## config.mk

```make
export PLATFORM = sky130hd
export DESIGN_NAME = scalar_kalman_filter_unit
export DESIGN_NICKNAME = d
export VERILOG_FILES = /design/src/rtl/skf_pkg.sv /design/src/rtl/scalar_kalman_filter_unit.sv /design/src/rtl/skf_seq.sv
export SDC_FILE = /design/constraint.sdc
export NUM_CORES = 2
export LEC_CHECK = 0
export CAP_MARGIN = 40
export CORE_MARGIN = 8
export CORE_UTILIZATION = 25
export CTS_CLUSTER_DIAMETER = 150
export DETAILED_ROUTE_END_ITERATION = 7
export DONT_BUFFER_PORTS = 1
export HOLD_SLACK_MARGIN = 0.08
export MAX_ROUTING_LAYER = met4
export PLACE_DENSITY = 0.35
export SKIP_CTS_REPAIR_TIMING = 1
export SLEW_MARGIN = 20
export SYNTH_ARGS = -nofsm -noshare
export SYNTH_HDL_FRONTEND = slang
export SYNTH_SLANG_ARGS = --single-unit
```

## constraint.sdc

```tcl
create_clock -name i_clk -period 27.7 [get_ports i_clk]
set_input_delay 5.54 -clock i_clk [delete_from_list [all_inputs] [get_ports i_clk]]
set_output_delay 5.54 -clock i_clk [all_outputs]
set_load 0.01 [all_outputs]
```

## src/rtl/skf_pkg.sv

```systemverilog
package skf_pkg;

    localparam int STEP_W = 4;

    // configuration register indexes
    localparam logic [1:0] REG_PROCESS_NOISE      = 2'd0;
    localparam logic [1:0] REG_MEASUREMENT_NOISE  = 2'd1;
    localparam logic [1:0] REG_INITIAL_ESTIMATE   = 2'd2;
    localparam logic [1:0] REG_INITIAL_COVARIANCE = 2'd3;

    typedef enum logic [3:0] {
        OP_NOP,
        OP_WAIT_IN,
        OP_PRED,
        OP_PREP,
        OP_DIV,
        OP_MUL_HI,
        OP_MUL_LO,
        OP_EST,
        OP_COV,
        OP_OUT
    } t_op;

    typedef enum logic {
        SEL_INNOV,
        SEL_COV
    } t_sel;

    typedef enum logic [1:0] {
        COND_NEVER,
        COND_ALWAYS,
        COND_DEN_ZERO,
        COND_DIV_MORE
    } t_cond;

    typedef struct packed {
        t_op               op;
        t_sel              sel;
        t_cond             cond;
        logic [STEP_W-1:0] target;
    } t_uword;

    typedef struct packed {
        t_op  op;
        t_sel sel;
    } t_ctrl;

    typedef struct packed {
        logic in_valid;
        logic out_free;
        logic den_zero;
        logic div_last;
    } t_flags;

    localparam logic [STEP_W-1:0] STEP_WAIT   = 4'd0;
    localparam logic [STEP_W-1:0] STEP_DIV    = 4'd3;
    localparam logic [STEP_W-1:0] STEP_MUL_IN = 4'd4;

    // control store: one word per step
    function automatic t_uword skf_rom(input logic [STEP_W-1:0] step);
        t_uword w;
        case (step)
            4'd0:    w = '{OP_WAIT_IN, SEL_INNOV, COND_NEVER,    STEP_WAIT};
            4'd1:    w = '{OP_PRED,    SEL_INNOV, COND_NEVER,    STEP_WAIT};
            4'd2:    w = '{OP_PREP,    SEL_INNOV, COND_DEN_ZERO, STEP_MUL_IN};
            4'd3:    w = '{OP_DIV,     SEL_INNOV, COND_DIV_MORE, STEP_DIV};
            4'd4:    w = '{OP_MUL_HI,  SEL_INNOV, COND_NEVER,    STEP_WAIT};
            4'd5:    w = '{OP_MUL_LO,  SEL_INNOV, COND_NEVER,    STEP_WAIT};
            4'd6:    w = '{OP_EST,     SEL_INNOV, COND_NEVER,    STEP_WAIT};
            4'd7:    w = '{OP_MUL_HI,  SEL_COV,   COND_NEVER,    STEP_WAIT};
            4'd8:    w = '{OP_MUL_LO,  SEL_COV,   COND_NEVER,    STEP_WAIT};
            4'd9:    w = '{OP_COV,     SEL_COV,   COND_NEVER,    STEP_WAIT};
            4'd10:   w = '{OP_OUT,     SEL_COV,   COND_ALWAYS,   STEP_WAIT};
            default: w = '{OP_NOP,     SEL_INNOV, COND_ALWAYS,   STEP_WAIT};
        endcase
        return w;
    endfunction

endpackage

```

## src/rtl/scalar_kalman_filter_unit.sv

```systemverilog
// scalar kalman filter, one result per sample, microcoded over a shared datapath
// steps in order: take sample, predict, prepare, gain divide (one quotient bit per cycle),
// estimate multiply and update, covariance multiply and update, then output the result
// a zero gain denominator skips the divide; a sample is taken only in the wait step
// the next sample is taken while a result still waits on the output register
// reset (synchronous, active low) loads the register defaults and the initial state
module scalar_kalman_filter_unit
    import skf_pkg::*;
#(
    parameter int DATA_WIDTH = 32,
    parameter int FRAC_BITS  = 16
) (
    input  logic                  i_clk,
    input  logic                  i_rst_n,
    input  logic                  i_cfg_we,
    input  logic [1:0]            i_cfg_index,
    input  logic [DATA_WIDTH-1:0] i_cfg_data,
    input  logic                  s_axis_tvalid,
    output logic                  s_axis_tready,
    // sample_value
    input  logic [((DATA_WIDTH+7)/8)*8-1:0] s_axis_tdata,
    output logic                  m_axis_tvalid,
    input  logic                  m_axis_tready,
    // filtered_value, error_covariance, gain_used
    output logic [((2*DATA_WIDTH+FRAC_BITS+1+7)/8)*8-1:0] m_axis_tdata
);

    localparam int W     = DATA_WIDTH;
    localparam int F     = FRAC_BITS;
    localparam int OUT_W = ((2*W+F+1+7)/8)*8;
    localparam int HI_W  = W + 1 - F;
    localparam int MA_W  = (HI_W > F) ? HI_W : F;
    localparam int PR_W  = MA_W + F + 1;
    localparam int CNT_W = $clog2(F + 1);

    localparam logic [W-1:0] Q_RESET = W'((64'd655 << F) >> 16);
    localparam logic [W-1:0] R_RESET = W'(64'd1 << (F - 2));
    localparam logic [W-1:0] P_RESET = W'(64'd1 << F);

    t_ctrl  ctrl;
    t_flags flags;

    // configuration and filter state
    logic [W-1:0] r_q;
    logic [W-1:0] r_r;
    logic [W-1:0] r_est;
    logic [W-1:0] r_cov;

    // working registers
    logic [W-1:0]     r_meas;
    logic [W-1:0]     r_phat;
    logic [W:0]       r_den;
    logic [W:0]       r_rem;
    logic [F:0]       r_quo;
    logic [CNT_W-1:0] r_cnt;
    logic [W:0]       r_mag;
    logic             r_neg;
    logic [W:0]       r_acc;

    logic         r_out_valid;
    logic [W-1:0] r_out_est;
    logic [W-1:0] r_out_cov;
    logic [F:0]   r_out_gain;

    logic [W:0]      phat_sum;
    logic [W-1:0]    phat_sat;
    logic [W:0]      den_c;
    logic [W:0]      diff;
    logic [W:0]      mag_c;
    logic [W+1:0]    div_t;
    logic [W+1:0]    div_sub;
    logic            div_ge;
    logic [MA_W-1:0] mul_a;
    logic [F:0]      mul_g;
    logic [PR_W-1:0] prod;
    logic [W+1:0]    est_x;
    logic [W+1:0]    dlt_x;
    logic [W+1:0]    est_sum;
    logic [W-1:0]    est_sat;
    logic            out_free;

    skf_seq u_seq (
        .i_clk   (i_clk),
        .i_rst_n (i_rst_n),
        .i_flags (flags),
        .o_ctrl  (ctrl)
    );

    assign out_free = !r_out_valid || m_axis_tready;

    always_comb begin
        phat_sum = {1'b0, r_cov} + {1'b0, r_q};
        phat_sat = phat_sum[W] ? {W{1'b1}} : phat_sum[W-1:0];
        den_c    = {1'b0, r_phat} + {1'b0, r_r};
        diff     = {r_meas[W-1], r_meas} - {r_est[W-1], r_est};
        mag_c    = diff[W] ? (~diff + 1'b1) : diff;

        // restoring divide, first step compares without a shift
        div_t   = (r_cnt == '0) ? {1'b0, r_rem} : {r_rem, 1'b0};
        div_ge  = (div_t >= {1'b0, r_den});
        div_sub = div_t - {1'b0, r_den};

        if (ctrl.sel == SEL_INNOV) begin
            mul_g = r_quo;
            if (ctrl.op == OP_MUL_HI) begin
                mul_a = MA_W'(r_mag[W:F]);
            end else begin
                mul_a = MA_W'(r_mag[F-1:0]);
            end
        end else begin
            mul_g = {1'b1, {F{1'b0}}} - r_quo;
            if (ctrl.op == OP_MUL_HI) begin
                mul_a = MA_W'(r_phat[W-1:F]);
            end else begin
                mul_a = MA_W'(r_phat[F-1:0]);
            end
        end
        prod = PR_W'(mul_a) * PR_W'(mul_g);

        est_x   = {{2{r_est[W-1]}}, r_est};
        dlt_x   = {1'b0, r_acc};
        est_sum = r_neg ? (est_x - dlt_x) : (est_x + dlt_x);
        if ((est_sum[W+1:W-1] == 3'b000) || (est_sum[W+1:W-1] == 3'b111)) begin
            est_sat = est_sum[W-1:0];
        end else if (est_sum[W+1]) begin
            est_sat = {1'b1, {(W-1){1'b0}}};
        end else begin
            est_sat = {1'b0, {(W-1){1'b1}}};
        end

        flags.in_valid = s_axis_tvalid;
        flags.out_free = out_free;
        flags.den_zero = (den_c == '0);
        flags.div_last = (r_cnt == CNT_W'(F));
    end

    // registers and state, written by the config port or by the program
    always_ff @(posedge i_clk) begin
        if (!i_rst_n) begin
            r_q   <= Q_RESET;
            r_r   <= R_RESET;
            r_est <= '0;
            r_cov <= P_RESET;
        end else if (i_cfg_we) begin
            case (i_cfg_index)
                REG_PROCESS_NOISE:      r_q   <= i_cfg_data;
                REG_MEASUREMENT_NOISE:  r_r   <= i_cfg_data;
                REG_INITIAL_ESTIMATE:   r_est <= i_cfg_data;
                REG_INITIAL_COVARIANCE: r_cov <= i_cfg_data;
                default: begin
                end
            endcase
        end else begin
            case (ctrl.op)
                OP_EST:  r_est <= est_sat;
                OP_COV:  r_cov <= r_acc[W-1:0];
                default: begin
                end
            endcase
        end
    end

    always_ff @(posedge i_clk) begin
        case (ctrl.op)
            OP_WAIT_IN: begin
                r_meas <= s_axis_tdata[W-1:0];
            end
            OP_PRED: begin
                r_phat <= phat_sat;
            end
            OP_PREP: begin
                r_den <= den_c;
                r_rem <= {1'b0, r_phat};
                r_quo <= '0;
                r_cnt <= '0;
                r_mag <= mag_c;
                r_neg <= diff[W];
            end
            OP_DIV: begin
                r_rem <= div_ge ? div_sub[W:0] : div_t[W:0];
                r_quo <= {r_quo[F-1:0], div_ge};
                r_cnt <= r_cnt + 1'b1;
            end
            OP_MUL_HI: begin
                r_acc <= prod[W:0];
            end
            OP_MUL_LO: begin
                r_acc <= r_acc + (W+1)'(prod[F +: F+1]);
            end
            OP_OUT: begin
                if (out_free) begin
                    r_out_est  <= r_est;
                    r_out_cov  <= r_cov;
                    r_out_gain <= r_quo;
                end
            end
            default: begin
            end
        endcase
    end

    always_ff @(posedge i_clk) begin
        if (!i_rst_n) begin
            r_out_valid <= 1'b0;
        end else if ((ctrl.op == OP_OUT) && out_free) begin
            r_out_valid <= 1'b1;
        end else if (m_axis_tready) begin
            r_out_valid <= 1'b0;
        end
    end

    assign s_axis_tready = (ctrl.op == OP_WAIT_IN);
    assign m_axis_tvalid = r_out_valid;
    assign m_axis_tdata  = OUT_W'({r_out_gain, r_out_cov, r_out_est});

endmodule

```

## src/rtl/skf_seq.sv

```systemverilog
module skf_seq
    import skf_pkg::*;
(
    input  logic   i_clk,
    input  logic   i_rst_n,
    input  t_flags i_flags,
    output t_ctrl  o_ctrl
);

    logic [STEP_W-1:0] r_step;
    logic [STEP_W-1:0] n_step;
    t_uword            uw;
    logic              stall;
    logic              take;

    always_comb begin
        uw = skf_rom(r_step);
        // waiting steps hold until their channel is ready
        stall = ((uw.op == OP_WAIT_IN) && !i_flags.in_valid) ||
                ((uw.op == OP_OUT) && !i_flags.out_free);
        case (uw.cond)
            COND_NEVER:    take = 1'b0;
            COND_ALWAYS:   take = 1'b1;
            COND_DEN_ZERO: take = i_flags.den_zero;
            COND_DIV_MORE: take = !i_flags.div_last;
            default:       take = 1'b0;
        endcase
        if (stall) begin
            n_step = r_step;
        end else if (take) begin
            n_step = uw.target;
        end else begin
            n_step = r_step + 1'b1;
        end
        o_ctrl.op  = uw.op;
        o_ctrl.sel = uw.sel;
    end

    always_ff @(posedge i_clk) begin
        if (!i_rst_n) begin
            r_step <= STEP_WAIT;
        end else begin
            r_step <= n_step;
        end
    end

endmodule
```

==> key figures <==
CTS
  • H-Tree Depth: 2
  • CTS Sinks: ~440
  • Skew-Pair Late Insertion Delay: ~0.67 ns
  • Root buffer cell: clkbuf_16
  • CTS clock-pin slew for the worst setup and hold paths: 0.07 ns
  • CTS tree: yes
  • Clock buffer depth: 3
  • TritonCTS Buffers: 56

Critical path
  • Crit path largest cell delay: approximately 0.67 ns
  • Crit. Startpoint: r_quo[0]$_SDFFCE_PP0P_
  • Max FO, Critical Path: 16
  • Worst path slowest cell: edfxtp_1
  • CP arrival: 11.67 ns
  • Critical Path Start Type: flop
  • Worst EP required: 28.11 ns
  • Critical path class: flop to flop
  • Crit. End Element: flop
  • R2R Path Start: r_quo[0]$_SDFFCE_PP0P_
  • Cell mode on critical path: fa_1

Synthesis
  • Syn. warnings: 0
  • Yosys cell types: 101
  • EDFF count, synth: 300
  • Synth async-reset ratio: 0%
  • Top post-synthesis cells by area: edfxtp_1 24%, fa_1 12%, ha_1 9.9%
  • #FFs+latches synth: between 400 and 500
  • Cell accounting for the most synthesized area: edfxtp_1
  • Cell Area, Synth: 37300 um^2
  • Syn Area/Cell: 9.13 um^2
  • Area share of the largest cell type after synthesis: 24.1%
  • Top FF cell, synth: edfxtp_1
  • Synth Instances: between 4000 and 5000
  • Seq/Total Area, Yosys: 31.7%

Floorplan
  • DIE WIDTH: 402 um
  • Full die area: roughly 160000 um^2
  • Initial core utilization: 25.1%
  • FP Rows: approximately 140
  • IO Count: around 160
  • Die Height: 402 um
  • Core ar.: 149000 um^2

Place
  • PortBufs: 0
  • RD Place Congestion: 0.843
  • Post-placement setup slack: ~17 ns
  • Post-DP HPWL: 111000 um

STA
  • Worst Tran Pin Value: just over 0.9 ns
  • Clk_skew: 0.0369 ns
  • RSZ-0062 raised after global routing: no
  • Setup ws final: 16.43 ns
  • Setup TNS: 0 ns
  • Setup Viol. Count Final: 0
  • Period minus WS final: ~11 ns
  • Fraction of the cycle the final worst path needs: between 40% and 50%
  • Hold Slack: 0.461 ns
  • Slew Limit Headroom: 38.8%
  • Final Max Tran Viols: 0
  • Fmax achieved: 0.0888 GHz
  • Final Hold Fails: 0

Routing
  • DRT iter0 DRCs: 1878
  • Vias per Instance: ~4.7
  • DRT Pass-1 Iters: 5
  • WL/cell: 23.0 um
  • Total Wirelength: 139000 um
  • Via count: 28600
  • Residual DRC count: 0
  • Final ANT Viol Nets: 0

Layout
  • Core Util, Final: 28.0%
  • # nets final: about 4700
  • Share of layout cells above drive strength 1: between 6 and 7%
  • Area growth from synthesis to layout: 11.8%
  • Commonest non-fill, non-tap cell in the layout: nand2_1
  • Commonest cells after routing, fill and taps aside: 586 x nand2_1, 455 x inv_1, 300 x edfxtp_1, 295 x ha_1, 286 x a21oi_1
  • Fillers: roughly 16000

Hold path
  • Hold Crit Start: r_q[5]$_SDFFE_PN0P_
  • Worst hold-check path type: flop to flop

Outcome
  • Status: finished, final reports clean

Global route
  • Number of global-route vias before repair: 29000
  • Grt total ovfl: 0
  • First-pass GRT wire length: 205000 um
  • Total GRT Usage: 17.2%
  • Largest net degree at the start of global routing: 80
  • Initial antenna violation count: 8

Run
  • Max-Cap Viols: 0
critical path, delay by kind of cell (launching register included):
family,cells,cell delay (ns)
multiplexers,1,0.26
XOR/XNOR,3,0.75
flip-flops,1,0.67
AO/OA/AOI/OAI,9,2.43
adder cells (fa/ha/maj),9,4.22
buffers and inverters,3,0.51
AND/OR/NAND/NOR,10,2.16
synth_stat cells (all sizes together), types with 76 or more instances:
| master | count |
|---|---|
| a21o | 76 |
| a21oi | 287 |
| and2 | 89 |
| clkbuf | 146 |
| dfxtp | 142 |
| edfxtp | 300 |
| fa | 229 |
| ha | 295 |
| inv | 456 |
| nand2 | 587 |
| nor2 | 265 |
| o21ai | 176 |
| xnor2 | 186 |
| xor2 | 89 |
per-stage QoR:
step / area [um^2] / instances
floorplan: 37400 / 4096
global placement: 39700 / 5936
detailed placement: 39800 / 5943
CTS: 41700 / 6048
global route: 41700 / 6050
finish: 41800 / 6052
routing by layer:
metal	vias up	global-route usage, %	wire length (um)
li1	14000	-	-
met1	13900	24.9	70500
met2	558	26.0	60500
met3	137	1.90	5050
met4	0	3.73	3090
met5	-	-	0
sequential cells by signal, summed over array words and instances, names as in the netlist, 9 cells and up:
name / count
r_out_gain: 17
r_acc: 33
r_phat: 32
u_seq.uw: 9
r_est: 32
r_r: 32
r_out_est: 32
r_quo: 17
r_mag: 33
r_rem: 33
r_out_cov: 32
r_meas: 32
r_cov: 32
r_q: 32
r_den: 33
final timing paths:
path | endpoint | slack [ns] | depth (start not counted)
worst min register to register | r_q[5]$_SDFFE_PN0P_ | 0.46 | 2
worst min-delay path | r_q[5]$_SDFFE_PN0P_ | 0.46 | 2
worst max register to register | r_acc[32]$_DFFE_PP_ | 16.43 | 35
worst max-delay path | r_acc[32]$_DFFE_PP_ | 16.43 | 35
area by class of cell:
| cell class | instances | area, um^2 | area share, % |
|---|---|---|---|
| Timing Repair Buffer | 71 | 593 | 1.42 |
| Tap cell | 1944 | 2430 | 5.83 |
| Inverter | 456 | 1710 | 4.10 |
| Antenna cell | 2 | 5.00 | 0.0120 |
| Clock inverter | 23 | 292 | 0.698 |
| Multi-Input combinational cell | 3032 | 23200 | 55.6 |
| Sequential cell | 442 | 11900 | 28.4 |
| Clock buffer | 82 | 1650 | 3.96 |
logic make-up after synthesis:
group / Yosys count / share of synthesized area (%)
buffers and inverters: 622 / 6.47
other: 1 / 0.0100
XOR/XNOR: 275 / 6.45
AND/OR/NAND/NOR: 1283 / 15.9
flip-flops: 442 / 31.7
AO/OA/AOI/OAI: 859 / 14.6
adder cells (fa/ha/maj): 524 / 22.2
multiplexers: 84 / 2.63
Power is left out: the tool's default activity adds up to more than one toggle a clock period on the data nets, which glitch-free logic cannot reach.
